## src/sv/cwa_pkg.sv

```systemverilog
`timescale 1ns / 1ps
// ----------------------------------------------------------------------------
// cwa_pkg
// Shared types, register codes and constants of the capture window averager.
// ----------------------------------------------------------------------------
package cwa_pkg;

    localparam int CHANNEL_COUNT_DEF = 8;

    // input actions
    localparam logic [1:0] ACT_POLL    = 2'd0;
    localparam logic [1:0] ACT_CAPTURE = 2'd1;
    localparam logic [1:0] ACT_RESTART = 2'd2;

    // configuration register indexes
    localparam logic [2:0] REG_WINDOW_LEN    = 3'd0;
    localparam logic [2:0] REG_SETTLE_SKIP   = 3'd1;
    localparam logic [2:0] REG_RANGE_LOW     = 3'd2;
    localparam logic [2:0] REG_RANGE_HIGH    = 3'd3;
    localparam logic [2:0] REG_TIMEOUT_POLLS = 3'd4;
    localparam logic [2:0] REG_NEAR_BAND     = 3'd5;
    localparam logic [2:0] REG_CHANNEL       = 3'd6;

    // reset values of the registers
    localparam logic [7:0]  WINDOW_LEN_RST    = 8'd37;
    localparam logic [7:0]  SETTLE_SKIP_RST   = 8'd7;
    localparam logic [15:0] RANGE_LOW_RST     = 16'h7500;
    localparam logic [15:0] RANGE_HIGH_RST    = 16'hBF00;
    localparam logic [7:0]  TIMEOUT_POLLS_RST = 8'd20;
    localparam logic [15:0] NEAR_BAND_RST     = 16'd15;
    localparam logic [3:0]  CHANNEL_RST       = 4'd1;

    localparam logic [15:0] SUM_CEILING = 16'hFF00;

    // x / 5 for x below 2^19 as (x * DIV5_MULT) >> DIV5_SHIFT
    localparam int          DIV5_SHIFT = 21;
    localparam logic [18:0] DIV5_MULT  = 19'd419431;

    typedef struct packed {
        logic [7:0]  window_len;
        logic [7:0]  settle_skip;
        logic [15:0] range_low;
        logic [15:0] range_high;
        logic [7:0]  timeout_polls;
        logic [15:0] near_band;
        logic [3:0]  channel;
    } cfg_t;

    typedef struct packed {
        logic        armed;
        logic [8:0]  count;
        logic [7:0]  rem;      // count modulo the window length
        logic [15:0] sum;
        logic [7:0]  idle;
        logic [15:0] samp0;
        logic [15:0] samp1;
    } state_t;

    typedef struct packed {
        logic        done_res;
        logic        timed_out;
        logic        overflow;
        logic        sample_written;
        logic        sample_slot;
        logic [15:0] sample_value;
        logic        negative_drive;
    } result_t;

    function automatic logic [7:0] eff_len(input logic [7:0] len);
        eff_len = (len == 8'd0) ? 8'd1 : len;
    endfunction

endpackage

```

## src/sv/cwa_rem_unit.sv

```systemverilog
`timescale 1ns / 1ps
// ----------------------------------------------------------------------------
// cwa_rem_unit
// Bit-serial remainder of the capture count by the window length.
// ----------------------------------------------------------------------------
module cwa_rem_unit
(
    input  logic       clk,
    input  logic       rst_n,
    input  logic       start,
    input  logic [8:0] dividend,
    input  logic [7:0] divisor,
    output logic       busy,
    output logic       done,
    output logic [7:0] rem
);

    localparam int STEPS = 9;
    localparam logic [3:0] LAST_STEP = 4'(STEPS - 1);

    logic       run_reg;
    logic       done_reg;
    logic [3:0] step_reg;
    logic [8:0] quot_reg;
    logic [7:0] r_reg;
    logic [8:0] trial;
    logic [7:0] r_next;

    // shift in one dividend bit, subtract when it fits
    assign trial  = {r_reg, quot_reg[8]};
    assign r_next = (trial >= {1'b0, divisor}) ? 8'(trial - {1'b0, divisor}) : trial[7:0];

    always_ff @(posedge clk or negedge rst_n)
    begin
        if (!rst_n)
        begin
            run_reg  <= 1'b0;
            done_reg <= 1'b0;
            step_reg <= '0;
        end
        else if (start)
        begin
            run_reg  <= 1'b1;
            done_reg <= 1'b0;
            step_reg <= '0;
        end
        else if (run_reg)
        begin
            step_reg <= step_reg + 4'd1;
            if (step_reg == LAST_STEP)
            begin
                run_reg  <= 1'b0;
                done_reg <= 1'b1;
            end
        end
        else
        begin
            done_reg <= 1'b0;
        end
    end

    always_ff @(posedge clk)
    begin
        if (start)
        begin
            quot_reg <= dividend;
            r_reg    <= '0;
        end
        else if (run_reg)
        begin
            quot_reg <= {quot_reg[7:0], 1'b0};
            r_reg    <= r_next;
        end
    end

    assign busy = run_reg | done_reg;
    assign done = done_reg;
    assign rem  = r_reg;

endmodule

```

## src/sv/cwa_step.sv

```systemverilog
`timescale 1ns / 1ps
// ----------------------------------------------------------------------------
// cwa_step
// Next-state and result logic for one accepted item.
// ----------------------------------------------------------------------------
module cwa_step
#(
    parameter int CHANNEL_COUNT = cwa_pkg::CHANNEL_COUNT_DEF
)
(
    input  logic                     take,
    input  logic [1:0]               action,
    input  logic [15:0]              capture_value,
    input  cwa_pkg::cfg_t            cfg,
    input  cwa_pkg::state_t          st,
    input  logic [CHANNEL_COUNT-1:0] flags,
    output cwa_pkg::state_t          st_next,
    output logic [CHANNEL_COUNT-1:0] flags_next,
    output cwa_pkg::result_t         res
);

    logic [CHANNEL_COUNT-1:0] sel;
    logic [7:0]  w;
    logic [8:0]  w2;
    logic [16:0] sum_wide;
    logic [15:0] sum_add;
    logic [15:0] sum1;
    logic [8:0]  cnt_inc;
    logic        end2;
    logic [8:0]  cnt1;
    logic [8:0]  rem_inc;
    logic [7:0]  rem1;
    logic        win_end;
    logic        slot_k;
    logic        bad;
    logic [15:0] old;
    logic [15:0] diff;
    logic [18:0] blend_num;
    logic [37:0] prod;
    logic [15:0] new_samp;
    logic [7:0]  idle1;

    // one-hot channel select, all zero when the channel is out of range
    always_comb
    begin
        for (int i = 0; i < CHANNEL_COUNT; i++)
            sel[i] = ({1'b0, cfg.channel} == 5'(i + 1));
    end

    assign w        = cwa_pkg::eff_len(cfg.window_len);
    assign w2       = {w, 1'b0};
    assign sum_wide = {1'b0, st.sum} + {1'b0, capture_value};
    assign sum_add  = (sum_wide >= {1'b0, cwa_pkg::SUM_CEILING}) ? cwa_pkg::SUM_CEILING
                                                                 : sum_wide[15:0];
    assign sum1     = (st.rem >= cfg.settle_skip) ? sum_add : st.sum;
    assign cnt_inc  = st.count + 9'd1;
    assign end2     = (cnt_inc >= w2);
    assign cnt1     = end2 ? 9'd0 : cnt_inc;
    assign rem_inc  = {1'b0, st.rem} + 9'd1;
    assign rem1     = ((cnt1 == 9'd0) || (rem_inc == {1'b0, w})) ? 8'd0 : rem_inc[7:0];
    assign win_end  = (rem1 == 8'd0);
    assign slot_k   = (cnt1 == 9'd0);
    assign bad      = (sum1 > cfg.range_high) || (sum1 < cfg.range_low);
    assign old      = slot_k ? st.samp1 : st.samp0;
    assign diff     = (old >= sum1) ? (old - sum1) : (sum1 - old);
    assign blend_num = {1'b0, old, 2'b00} + {3'b000, sum1};
    assign prod     = {19'd0, blend_num} * {19'd0, cwa_pkg::DIV5_MULT};
    assign new_samp = (diff <= cfg.near_band) ? prod[cwa_pkg::DIV5_SHIFT +: 16] : sum1;
    assign idle1    = st.idle + 8'd1;

    always_comb
    begin
        st_next    = st;
        flags_next = flags;
        res        = '0;
        if (take)
        begin
            case (action)
                cwa_pkg::ACT_RESTART:
                begin
                    st_next.armed = 1'b1;
                end
                cwa_pkg::ACT_CAPTURE:
                begin
                    if (st.armed)
                    begin
                        st_next.sum   = sum1;
                        st_next.count = cnt1;
                        st_next.rem   = rem1;
                        if (end2)
                        begin
                            res.done_res  = 1'b1;
                            st_next.armed = 1'b0;
                        end
                        if (win_end)
                        begin
                            st_next.idle = '0;
                            if (slot_k)
                            begin
                                if (bad)
                                    flags_next = flags | sel;
                            end
                            else
                            begin
                                res.negative_drive = 1'b1;
                                flags_next = bad ? (flags | sel) : (flags & ~sel);
                            end
                            if (|(flags_next & sel))
                            begin
                                res.done_res  = 1'b1;
                                st_next.armed = 1'b0;
                                st_next.count = '0;
                                st_next.rem   = '0;
                            end
                            else
                            begin
                                if (slot_k)
                                    st_next.samp1 = new_samp;
                                else
                                    st_next.samp0 = new_samp;
                                res.sample_written = 1'b1;
                                res.sample_slot    = slot_k;
                                res.sample_value   = new_samp;
                            end
                            st_next.sum = '0;
                        end
                    end
                end
                cwa_pkg::ACT_POLL:
                begin
                    if (st.armed)
                    begin
                        st_next.idle = idle1;
                        if (idle1 == cfg.timeout_polls)
                        begin
                            flags_next    = flags | sel;
                            res.done_res  = 1'b1;
                            res.timed_out = 1'b1;
                            st_next.armed = 1'b0;
                            st_next.idle  = '0;
                            st_next.count = '0;
                            st_next.rem   = '0;
                            st_next.sum   = '0;
                        end
                    end
                end
                default:
                begin
                end
            endcase
        end
        res.overflow = |(flags_next & sel);
    end

endmodule

```

## src/sv/cwa_obuf.sv

```systemverilog
`timescale 1ns / 1ps
// ----------------------------------------------------------------------------
// cwa_obuf
// Two-entry result buffer between the update logic and the output channel.
// ----------------------------------------------------------------------------
module cwa_obuf
(
    input  logic             clk,
    input  logic             rst_n,
    input  logic             push,
    input  cwa_pkg::result_t din,
    output logic             ready,
    output logic             out_valid,
    input  logic             out_ready,
    output cwa_pkg::result_t dout
);

    cwa_pkg::result_t entry_reg [2];
    logic       wr_ptr_reg;
    logic       rd_ptr_reg;
    logic [1:0] fill_reg;
    logic       pop;

    assign pop       = out_valid & out_ready;
    assign ready     = (fill_reg != 2'd2);
    assign out_valid = (fill_reg != 2'd0);
    assign dout      = entry_reg[rd_ptr_reg];

    always_ff @(posedge clk or negedge rst_n)
    begin
        if (!rst_n)
        begin
            wr_ptr_reg <= 1'b0;
            rd_ptr_reg <= 1'b0;
            fill_reg   <= '0;
        end
        else
        begin
            if (push)
                wr_ptr_reg <= ~wr_ptr_reg;
            if (pop)
                rd_ptr_reg <= ~rd_ptr_reg;
            case ({push, pop})
                2'b10:   fill_reg <= fill_reg + 2'd1;
                2'b01:   fill_reg <= fill_reg - 2'd1;
                default: fill_reg <= fill_reg;
            endcase
        end
    end

    always_ff @(posedge clk)
    begin
        if (push)
            entry_reg[wr_ptr_reg] <= din;
    end

endmodule

```

## src/sv/capture_window_averager_core.sv

```systemverilog
`timescale 1ns / 1ps
// ----------------------------------------------------------------------------
// capture_window_averager_core
// Averages timer captures over two windows per run and keeps two samples.
// ----------------------------------------------------------------------------
// input channel s_*: one item per handshake, tuser carries the action (poll,
// capture, restart) and tdata the captured count. output channel m_*: one
// result item per input item, tlast marks the item that ended a run.
// cfg_*: register writes by index; cfg_ready is always high.
// throughput: one item per cycle while s_tready is high; the update of
// counters, window sum, flags and stored samples is a single registered
// step. the result is written into a two-entry buffer at the accepting edge
// and shows on m_* in the cycle after. if the receiver stalls, one more
// item is accepted, then s_tready drops until the receiver takes a result
// item. a write of window_len rebuilds the window position with a bit-serial
// remainder unit: s_tready stays low until the remainder is written back.
// reset: registers take their default values, counters, sum, samples and
// overflow flags clear, the run is armed and the buffer empties.
// ----------------------------------------------------------------------------
module capture_window_averager_core
#(
    parameter int CHANNEL_COUNT = cwa_pkg::CHANNEL_COUNT_DEF
)
(
    input  logic        clk,
    input  logic        rst_n,
    input  logic        s_tvalid,
    output logic        s_tready,
    input  logic [15:0] s_tdata,   // [15:0] capture_value
    input  logic [1:0]  s_tuser,   // [1:0] action
    output logic        m_tvalid,
    input  logic        m_tready,
    output logic [23:0] m_tdata,   // [0] timed_out, [1] overflow, [17:2] sample_value,
                                   // [18] negative_drive, [23:19] zero
    output logic [1:0]  m_tuser,   // [0] sample_written, [1] sample_slot
    output logic        m_tlast,   // done_res
    input  logic        cfg_valid,
    output logic        cfg_ready,
    input  logic [2:0]  cfg_addr,
    input  logic [15:0] cfg_data
);

    cwa_pkg::cfg_t            cfg_reg;
    cwa_pkg::state_t          st_reg;
    cwa_pkg::state_t          st_next;
    logic [CHANNEL_COUNT-1:0] flags_reg;
    logic [CHANNEL_COUNT-1:0] flags_next;
    cwa_pkg::result_t         step_res;
    cwa_pkg::result_t         out_res;
    logic                     accept;
    logic                     cfg_write;
    logic                     len_write;
    logic                     rem_busy;
    logic                     rem_done;
    logic [7:0]               rem_val;
    logic                     buf_ready;

    assign cfg_ready = 1'b1;
    assign cfg_write = cfg_valid & cfg_ready;
    assign len_write = cfg_write && (cfg_addr == cwa_pkg::REG_WINDOW_LEN);
    assign s_tready  = buf_ready & ~rem_busy;
    assign accept    = s_tvalid & s_tready;

    always_ff @(posedge clk or negedge rst_n)
    begin
        if (!rst_n)
        begin
            cfg_reg.window_len    <= cwa_pkg::WINDOW_LEN_RST;
            cfg_reg.settle_skip   <= cwa_pkg::SETTLE_SKIP_RST;
            cfg_reg.range_low     <= cwa_pkg::RANGE_LOW_RST;
            cfg_reg.range_high    <= cwa_pkg::RANGE_HIGH_RST;
            cfg_reg.timeout_polls <= cwa_pkg::TIMEOUT_POLLS_RST;
            cfg_reg.near_band     <= cwa_pkg::NEAR_BAND_RST;
            cfg_reg.channel       <= cwa_pkg::CHANNEL_RST;
        end
        else if (cfg_write)
        begin
            case (cfg_addr)
                cwa_pkg::REG_WINDOW_LEN:    cfg_reg.window_len    <= cfg_data[7:0];
                cwa_pkg::REG_SETTLE_SKIP:   cfg_reg.settle_skip   <= cfg_data[7:0];
                cwa_pkg::REG_RANGE_LOW:     cfg_reg.range_low     <= cfg_data;
                cwa_pkg::REG_RANGE_HIGH:    cfg_reg.range_high    <= cfg_data;
                cwa_pkg::REG_TIMEOUT_POLLS: cfg_reg.timeout_polls <= cfg_data[7:0];
                cwa_pkg::REG_NEAR_BAND:     cfg_reg.near_band     <= cfg_data;
                cwa_pkg::REG_CHANNEL:       cfg_reg.channel       <= cfg_data[3:0];
                default:
                begin
                end
            endcase
        end
    end

    cwa_rem_unit u_rem
    (
        .clk      (clk),
        .rst_n    (rst_n),
        .start    (len_write),
        .dividend (st_reg.count),
        .divisor  (cwa_pkg::eff_len(cfg_reg.window_len)),
        .busy     (rem_busy),
        .done     (rem_done),
        .rem      (rem_val)
    );

    cwa_step #(.CHANNEL_COUNT(CHANNEL_COUNT)) u_step
    (
        .take          (accept),
        .action        (s_tuser),
        .capture_value (s_tdata),
        .cfg           (cfg_reg),
        .st            (st_reg),
        .flags         (flags_reg),
        .st_next       (st_next),
        .flags_next    (flags_next),
        .res           (step_res)
    );

    always_ff @(posedge clk or negedge rst_n)
    begin
        if (!rst_n)
        begin
            st_reg.armed <= 1'b1;
            st_reg.count <= '0;
            st_reg.rem   <= '0;
            st_reg.sum   <= '0;
            st_reg.idle  <= '0;
            st_reg.samp0 <= '0;
            st_reg.samp1 <= '0;
            flags_reg    <= '0;
        end
        else if (accept)
        begin
            st_reg    <= st_next;
            flags_reg <= flags_next;
        end
        else if (rem_done)
        begin
            st_reg.rem <= rem_val;
        end
    end

    cwa_obuf u_obuf
    (
        .clk       (clk),
        .rst_n     (rst_n),
        .push      (accept),
        .din       (step_res),
        .ready     (buf_ready),
        .out_valid (m_tvalid),
        .out_ready (m_tready),
        .dout      (out_res)
    );

    assign m_tlast = out_res.done_res;
    assign m_tuser = {out_res.sample_slot, out_res.sample_written};
    assign m_tdata = {5'd0, out_res.negative_drive, out_res.sample_value,
                      out_res.overflow, out_res.timed_out};

    // window position stays below the window length once rebuilt
    a_rem_in_window: assert property (@(posedge clk) disable iff (!rst_n)
        !rem_busy |-> (st_reg.rem < cwa_pkg::eff_len(cfg_reg.window_len)))
        else $error("window position out of range");

    a_no_take_while_rebuild: assert property (@(posedge clk) disable iff (!rst_n)
        rem_busy |-> !s_tready)
        else $error("item taken while window position is rebuilt");

    // a disarmed run ignores polls and captures
    a_disarmed_holds: assert property (@(posedge clk) disable iff (!rst_n)
        (accept && !st_reg.armed && (s_tuser != cwa_pkg::ACT_RESTART))
        |=> ($stable(st_reg) && $stable(flags_reg)))
        else $error("state changed while disarmed");

    a_done_disarms: assert property (@(posedge clk) disable iff (!rst_n)
        (accept && step_res.done_res) |=> !st_reg.armed)
        else $error("run end left the block armed");

endmodule

```

## config.mk

```make
export PLATFORM = sky130hd
export DESIGN_NAME = capture_window_averager_core
export DESIGN_NICKNAME = d
export VERILOG_FILES = /design/src/sv/cwa_pkg.sv /design/src/sv/cwa_rem_unit.sv /design/src/sv/cwa_step.sv /design/src/sv/cwa_obuf.sv /design/src/sv/capture_window_averager_core.sv
export SDC_FILE = /design/constraint.sdc
export NUM_CORES = 1
export LEC_CHECK = 0
export BUFFER_PORTS_ARGS = -buffer_cell sky130_fd_sc_hd__buf_2
export CORE_AREA = 2 2 276 333
export DETAILED_ROUTE_END_ITERATION = 8
export DIE_AREA = 0 0 278 335
export SETUP_SLACK_MARGIN = 0.05
export SLEW_MARGIN = 30
export SYNTH_ARGS = -nofsm -noshare
export SYNTH_HDL_FRONTEND = slang
export SYNTH_SLANG_ARGS = --single-unit
export TNS_END_PERCENT = 20
```

## constraint.sdc

```tcl
create_clock -name clk -period 33.6 [get_ports clk]
set_input_delay 10.08 -clock clk [delete_from_list [all_inputs] [get_ports clk]]
set_output_delay 10.08 -clock clk [all_outputs]
set_load 0.03 [all_outputs]
```

==> results of run 1 <==
[kinds of logic after synthesis]
family	count (synthesis)
flip-flops	229
XOR/XNOR	133
multiplexers	136
other	2
AND/OR/NAND/NOR	466
buffers and inverters	475
AO/OA/AOI/OAI	459
adder cells (fa/ha/maj)	430
[metrics by stage]
| stage | setup slack (ns) | instance area (um2) |
|---|---|---|
| 6_report | 12.29 | 24930 |
| 5_1_grt | 11.63 | 24930 |
| 4_1_cts | 12.39 | 24900 |
| 3_5_place_dp | 11.79 | 23970 |
| 3_3_place_gp | 11.93 | 23940 |
| 2_1_floorplan | 13.29 | 22350 |
[cell usage in the layout, fill, tap and decap left out, drive strengths merged, types with 10 or more instances in the layout]
| master | synthesis | layout |
|---|---|---|
| a211oi | 11 | 11 |
| a21o | 56 | 56 |
| a21oi | 109 | 109 |
| a22o | 26 | 26 |
| a31oi | 25 | 25 |
| and2 | 13 | 13 |
| and3 | 14 | 14 |
| buf | 24 | 81 |
| clkbuf | 44 | 33 |
| clkinv | 2 | 10 |
| dfrtp | 142 | 142 |
| dfstp | 26 | 26 |
| edfxtp | 53 | 53 |
| fa | 132 | 132 |
| ha | 287 | 287 |
| inv | 405 | 409 |
| maj3 | 11 | 11 |
| mux2 | 91 | 91 |
| mux2i | 45 | 45 |
| nand2 | 124 | 124 |
| nand2b | 33 | 33 |
| nand3 | 43 | 43 |
| nand4 | 18 | 18 |
| nor2 | 119 | 119 |
| nor2b | 23 | 23 |
| nor3 | 30 | 30 |
| o21ai | 134 | 134 |
| o22a | 10 | 10 |
| o31ai | 11 | 11 |
| or3 | 11 | 11 |
| xnor2 | 93 | 93 |
| xor2 | 40 | 40 |
[how the worst min path moves through the flow]
stage | from | to | slack [ns] | cells past startpoint
after global routing | st_reg[29]$_DFFE_PN0P_ | st_reg[29]$_DFFE_PN0P_ | 0.50 | 2
final | st_reg[29]$_DFFE_PN0P_ | st_reg[29]$_DFFE_PN0P_ | 0.47 | 2
after CTS | st_reg[29]$_DFFE_PN0P_ | st_reg[29]$_DFFE_PN0P_ | 0.48 | 2
after detailed placement | st_reg[29]$_DFFE_PN0P_ | st_reg[29]$_DFFE_PN0P_ | 0.47 | 2
after floorplan | st_reg[16]$_DFFE_PN0P_ | st_reg[16]$_DFFE_PN0P_ | 0.45 | 2
after global placement | st_reg[18]$_DFFE_PN0P_ | st_reg[18]$_DFFE_PN0P_ | 0.46 | 2
[area by class of cell]
cell class / count / area (um2)
multi-input combinational: 1630 / 14540
timing repair buffer: 82 / 473.0
clock buffer: 32 / 724.4
fill: 9492 / 65150
inverter: 407 / 1529
clock inverter: 18 / 210.2
sequential: 229 / 5989
tap: 1168 / 1461
[metal layers]
layer	vias up	track usage [%]	wire, um
met2	309	23.87	30920
met3	97	1.059	1666
met1	8127	15.87	25840
li1	7989	-	-
met4	0	5.014	2421
met5	-	0	0
[tightest hold or removal path: cells and delay by family, from the launching register on]
kind	cells	cell delay, ns
flops	1	0.34
compound gates	1	0.06
simple gates	1	0.04
==> flow_metrics.env, run 1 <==
export IMPL_synth_edf_count=53
export IMPL_via_per_inst=4.633
export IMPL_die_x_um=278
export IMPL_drcViolationCount=0
export IMPL_drtIter0Drc=1000
export IMPL_h_tree_depth=1
export IMPL_worstPathRequired_ns=33.90
export IMPL_postSynthAreaPerCell_um2=9.585
export IMPL_finalNonFillerCells=3566
export IMPL_critical_path_class="in -> reg"
export IMPL_ant_nets=0
export IMPL_clk_pin_slew_worst_paths_ns=0.06
export IMPL_ioPinCount=72
export IMPL_portBuffers=65
export IMPL_critPathSlowestCell="a2111oi_1"
export IMPL_rows=121
export IMPL_tightestPinTransition_ns=0.9712
export IMPL_setup_viol=0
export IMPL_cp_start_kind="input port"
export IMPL_period_minus_slack_ns=21.31
export IMPL_grt_first_pass_wirelength_um=96370
export IMPL_dp_hpwl_um=48150
export IMPL_ys_types=104
export IMPL_path_max_fanout=7
export IMPL_max_freq_mhz=46.92
export IMPL_die_area_mm2=0.09313
export IMPL_grt_pass1_vias=17090
export IMPL_final_hold_violation_count=0
export IMPL_num_vias=16520
export IMPL_ys_flop_type="dfrtp_1"
export IMPL_maxCapViolations=0
export IMPL_syn_to_final_growth_pct=11.63
export IMPL_postCtsSetupBuffers=0
export IMPL_yosys_top_cells_count="inv_1, ha_1, dfrtp_1"
export IMPL_reg2reg_depth=43
export IMPL_syn_area_mm2=0.02233
export IMPL_insertedDiodeCount=0
export IMPL_cts_resized=0
export IMPL_largest_reg_flops=76
export IMPL_crit_family="compound AO/OA/AOI/OAI gates"
export IMPL_hp_class="reg -> reg"
export IMPL_reg2reg_from="st_reg[40]$_DFFE_PN0P_"
export IMPL_syn_inst=2330
export IMPL_synth_simple_area_share_pct=10.52
export IMPL_crit_start="s_tdata[0]"
export IMPL_routedWlPerCell_um=17.06
export IMPL_yosysWarnings=0
export IMPL_postCtsHoldBufs=0
export IMPL_die_y_um=335
export IMPL_fin_nets=2838
export IMPL_worst_path_stages=44
export IMPL_grt_usage_pct=13.07
export IMPL_antenna_found_initial=0
export IMPL_synth_adder_area_share_pct=28.43
export IMPL_synth_top_family_by_area="adder cells"
export IMPL_period_share_pct=63.44
export IMPL_synth_top_area_cell="ha_1"
export IMPL_crit_path_end="u_obuf.entry_reg[0][16]$_DFFE_PP_"
export IMPL_rsz0062_at_grt="false"
export IMPL_muxShareOfSynthArea_pct=6.605
export IMPL_fin_hold_ws_ns=0.4743
export IMPL_crit_buf_inv=7
export IMPL_endpoint_kind="register"
export IMPL_r2r_end="u_obuf.entry_reg[0][16]$_DFFE_PP_"
export IMPL_clk_path_buf_depth=3
export IMPL_rrSetupSlack_ns=21.52
export IMPL_drt_pass1_iter_count=5
export IMPL_cts_sinks=229
export IMPL_grt_overflow_total=0
export IMPL_core_region_area_mm2=0.09008
export IMPL_dp_cells=3514
export IMPL_cts_tree="done"
export IMPL_skew_ns=0.03352
export IMPL_cts_inserted_buffers=27
export IMPL_synth_seq_area_share_pct=26.81
export IMPL_yosysTopAreaCellShare_pct=16.08
export IMPL_clock_latency_ns=0.58
export IMPL_slowest_delay_ns=0.57
export IMPL_synthXorXnorAreaFrac_pct=5.401
export IMPL_critPathArrivalTime_ns=21.61
export IMPL_outcome="completed"
export IMPL_synth_compound_area_share_pct=13.83
export IMPL_max_slew_margin_rel_pct=35.02
export IMPL_grt_max_degree=99
export IMPL_root_buffer="clkbuf_16"
export IMPL_drv_slew=0
export IMPL_post_route_util_pct=27.68
export IMPL_synthArstFlopShare_pct=73.36
export IMPL_drive_above_1_share_pct=12.76
export IMPL_cpMostUsedCell="fa_1"
export IMPL_synthTopCellsByArea="ha_1, dfrtp_1, fa_1"
export IMPL_wl_um=60850
export IMPL_yosysMostFrequentCell="inv_1"
export IMPL_ys_ff_latch=229
export IMPL_tns_ns=0
export IMPL_start_util_pct=24.79
export IMPL_gp_congestion=0.9097
Power of run 1 is left out: the tool's default activity adds up to more than one toggle a clock period on the data nets, which glitch-free logic cannot reach.
==> inputs of run 2 (changes only) <==
Settings changed: ABC_AREA set to 1, CORE_AREA 2 2 276 333 to 2 2 280 337, DIE_AREA 0 0 278 335 to 0 0 282 339.
Clock period 33.6 ns to 18.07 ns, I/O delays scaled along.
==> run 2 against run 1 <==
Effect of this change: global-route usage up 0.88 points; setup slack worse by 9.4 ns; non-clock buffer count up 3; critical path depth up 3; critical path type unchanged; highest routed layer is now met5; synthesized cell count up 26%; largest cell class unchanged.
==> flow_metrics.env, run 2 <==
export IMPL_rsz0062_at_grt="false"
export IMPL_synth_compound_area_share_pct=12.46
export IMPL_synth_seq_area_share_pct=26.10
export IMPL_postSynthAreaPerCell_um2=7.788
export IMPL_final_cell_mix="nand2_1, inv_1, ha_1, o21ai_0, nor2_1"
export IMPL_pre_cts_slack_ns=2.335
export IMPL_dpl_cell_area_mm2=0.02469
export IMPL_drtIter0Drc=1159
export IMPL_endpoint_kind="register"
export IMPL_ys_ff_latch=229
export IMPL_synthXorXnorAreaFrac_pct=3.643
export IMPL_hp_class="reg -> reg"
export IMPL_syn_inst=2946
export IMPL_via_per_inst=4.448
export IMPL_die_y_um=339
export IMPL_fin_ws_ns=2.872
export IMPL_tns_ns=0
export IMPL_cts_sinks=229
export IMPL_skew_ns=0.03716
export IMPL_cts_tree="done"
export IMPL_root_buffer="clkbuf_16"
export IMPL_clk_path_buf_depth=3
export IMPL_yosysTopAreaCellShare_pct=15.65
export IMPL_ys_flop_type="dfrtp_1"
export IMPL_r2r_end="u_obuf.entry_reg[0][13]$_DFFE_PP_"
export IMPL_drive_above_1_share_pct=7.817
export IMPL_final_hold_violation_count=0
export IMPL_critPathSlowestCell="xor2_1"
export IMPL_syn_to_final_growth_pct=11.05
export IMPL_max_slew_margin_rel_pct=37.18
export IMPL_wl_um=66400
export IMPL_max_freq_mhz=65.80
export IMPL_maxCapViolations=0
export IMPL_cts_resized=0
export IMPL_synth_adder_area_share_pct=27.17
export IMPL_synth_edf_count=53
export IMPL_ioPinCount=72
export IMPL_outcome="completed"
export IMPL_portBuffers=65
export IMPL_slowest_delay_ns=0.66
export IMPL_ys_types=73
export IMPL_grt_pass1_vias=19380
export IMPL_die_x_um=282
export IMPL_start_util_pct=24.92
export IMPL_die_area_mm2=0.09560
export IMPL_drv_slew=0
export IMPL_yosysMostFrequentCell="nand2_1"
export IMPL_critical_path_class="in -> reg"
export IMPL_min_from="u_rem.step_reg[3]$_DFFE_PN0P_"
export IMPL_period_minus_slack_ns=15.20
export IMPL_fin_hold_ws_ns=0.4854
export IMPL_dp_hpwl_um=54360
export IMPL_setup_viol=0
export IMPL_crit_path_end="u_obuf.entry_reg[0][13]$_DFFE_PP_"
export IMPL_clock_latency_ns=0.56
export IMPL_grt_max_degree=69
export IMPL_critPathArrivalTime_ns=15.49
export IMPL_grt_usage_pct=13.95
export IMPL_core_region_area_mm2=0.09205
export IMPL_reg2reg_from="st_reg[64]$_DFFE_PN0P_"
export IMPL_tightestPinTransition_ns=0.9325
export IMPL_h_tree_depth=1
export IMPL_postLayoutCellArea_mm2=0.02548
export IMPL_yosysWarnings=0
export IMPL_antenna_found_initial=2
export IMPL_clk_pin_slew_worst_paths_ns=0.07
export IMPL_rows=122
export IMPL_cts_inserted_buffers=24
export IMPL_yosys_top_cells_count="nand2_1, inv_1, ha_1"
export IMPL_grt_overflow_total=0
export IMPL_num_vias=18940
export IMPL_drcViolationCount=0
export IMPL_ant_nets=0
export IMPL_synthArstFlopShare_pct=73.36
export IMPL_synthTopCellsByArea="ha_1, dfrtp_1, fa_1"
export IMPL_synth_top_family_by_area="adder cells"
export IMPL_muxShareOfSynthArea_pct=0.08726
export IMPL_reg2reg_depth=50
export IMPL_fin_nets=3462
export IMPL_cp_start_kind="input port"
export IMPL_postCtsHoldBufs=0
export IMPL_path_max_fanout=14
export IMPL_crit_start="s_tdata[0]"
export IMPL_syn_area_mm2=0.02294
export IMPL_insertedDiodeCount=0
export IMPL_synth_simple_area_share_pct=18.67
export IMPL_worstPathRequired_ns=18.36
export IMPL_postCtsSetupBuffers=0
export IMPL_mostFrequentLayoutCell="nand2_1"
export IMPL_grt_first_pass_wirelength_um=105800
export IMPL_drt_pass1_iter_count=5
export IMPL_rrSetupSlack_ns=6.41
export IMPL_gp_congestion=0.9490
export IMPL_routedWlPerCell_um=15.59
export IMPL_largest_reg_flops=76
export IMPL_synth_top_area_cell="ha_1"
export IMPL_period_share_pct=84.10
==> run 2: cell count changes after synthesis, sizes merged, moves of 26 or more <==
cell | before | now
nor2 | 119 | 156
xor2 | 40 | 73
a21oi | 109 | 137
inv | 405 | 633
mux2i | 45 | 2
a22o | 26 | 0
o21ai | 134 | 243
nand2 | 124 | 641
nand3 | 43 | 124
a21o | 56 | 9
mux2 | 91 | 0
xnor2 | 93 | 19
nand2b | 33 | 0
==> run 2: layout make-up <==
| cell class | instances | area, um2 |
|---|---|---|
| fill | 10020 | 66570 |
| multi-input combinational | 2024 | 14270 |
| sequential | 229 | 5988 |
| inverter | 637 | 2400 |
| tap | 1240 | 1551 |
| clock buffer | 31 | 646.9 |
| timing repair buffer | 85 | 485.5 |
| clock inverter | 13 | 136.4 |
==> run 2: kinds of logic (layout without fill, tap and decap cells) <==
kind of cell | count (synthesis) | count (layout)
buf+inv | 697 | 766
flops | 229 | 229
xor+xnor | 92 | 92
other cells | 2 | 6
compound gates | 499 | 499
fa+ha+maj | 419 | 419
simple gates | 1006 | 1006
mux | 2 | 2
==> run 2: per-layer routing <==
metal	track usage, %	part of all wire [%]
met1	16.55	42
met3	1.096	3.1
met4	5.906	4.3
met2	25.51	51
met5	0	0.039
==> run 2: stage by stage <==
stage / cells / util (%)
2_1_floorplan: 2950 / -
3_3_place_gp: 4215 / 26.81
3_5_place_dp: 4215 / 26.82
4_1_cts: 4259 / 27.68
5_1_grt: 4259 / 27.68
6_report: 4259 / 27.68
==> run 2: critical path: cells and delay by family <==
kind | cells | cell delay [ns]
AO/OA/AOI/OAI | 6 | 1.25
AND/OR/NAND/NOR | 20 | 2.52
buffers and inverters | 7 | 0.60
adder cells (fa/ha/maj) | 11 | 4.71
XOR/XNOR | 3 | 0.95
==> run 2: how the worst min path moves through the flow <==
stage	endpoint	slack [ns]	cells past startpoint
2_1_floorplan	u_rem.step_reg[3]$_DFFE_PN0P_	0.43	1
3_3_place_gp	u_rem.step_reg[3]$_DFFE_PN0P_	0.46	1
3_5_place_dp	st_reg[2]$_DFFE_PN0P_	0.47	2
4_1_cts	st_reg[2]$_DFFE_PN0P_	0.48	2
5_1_grt	st_reg[3]$_DFFE_PN0P_	0.51	2
6_report	u_rem.step_reg[3]$_DFFE_PN0P_	0.49	1
Power of run 2 is left out for the same reason.
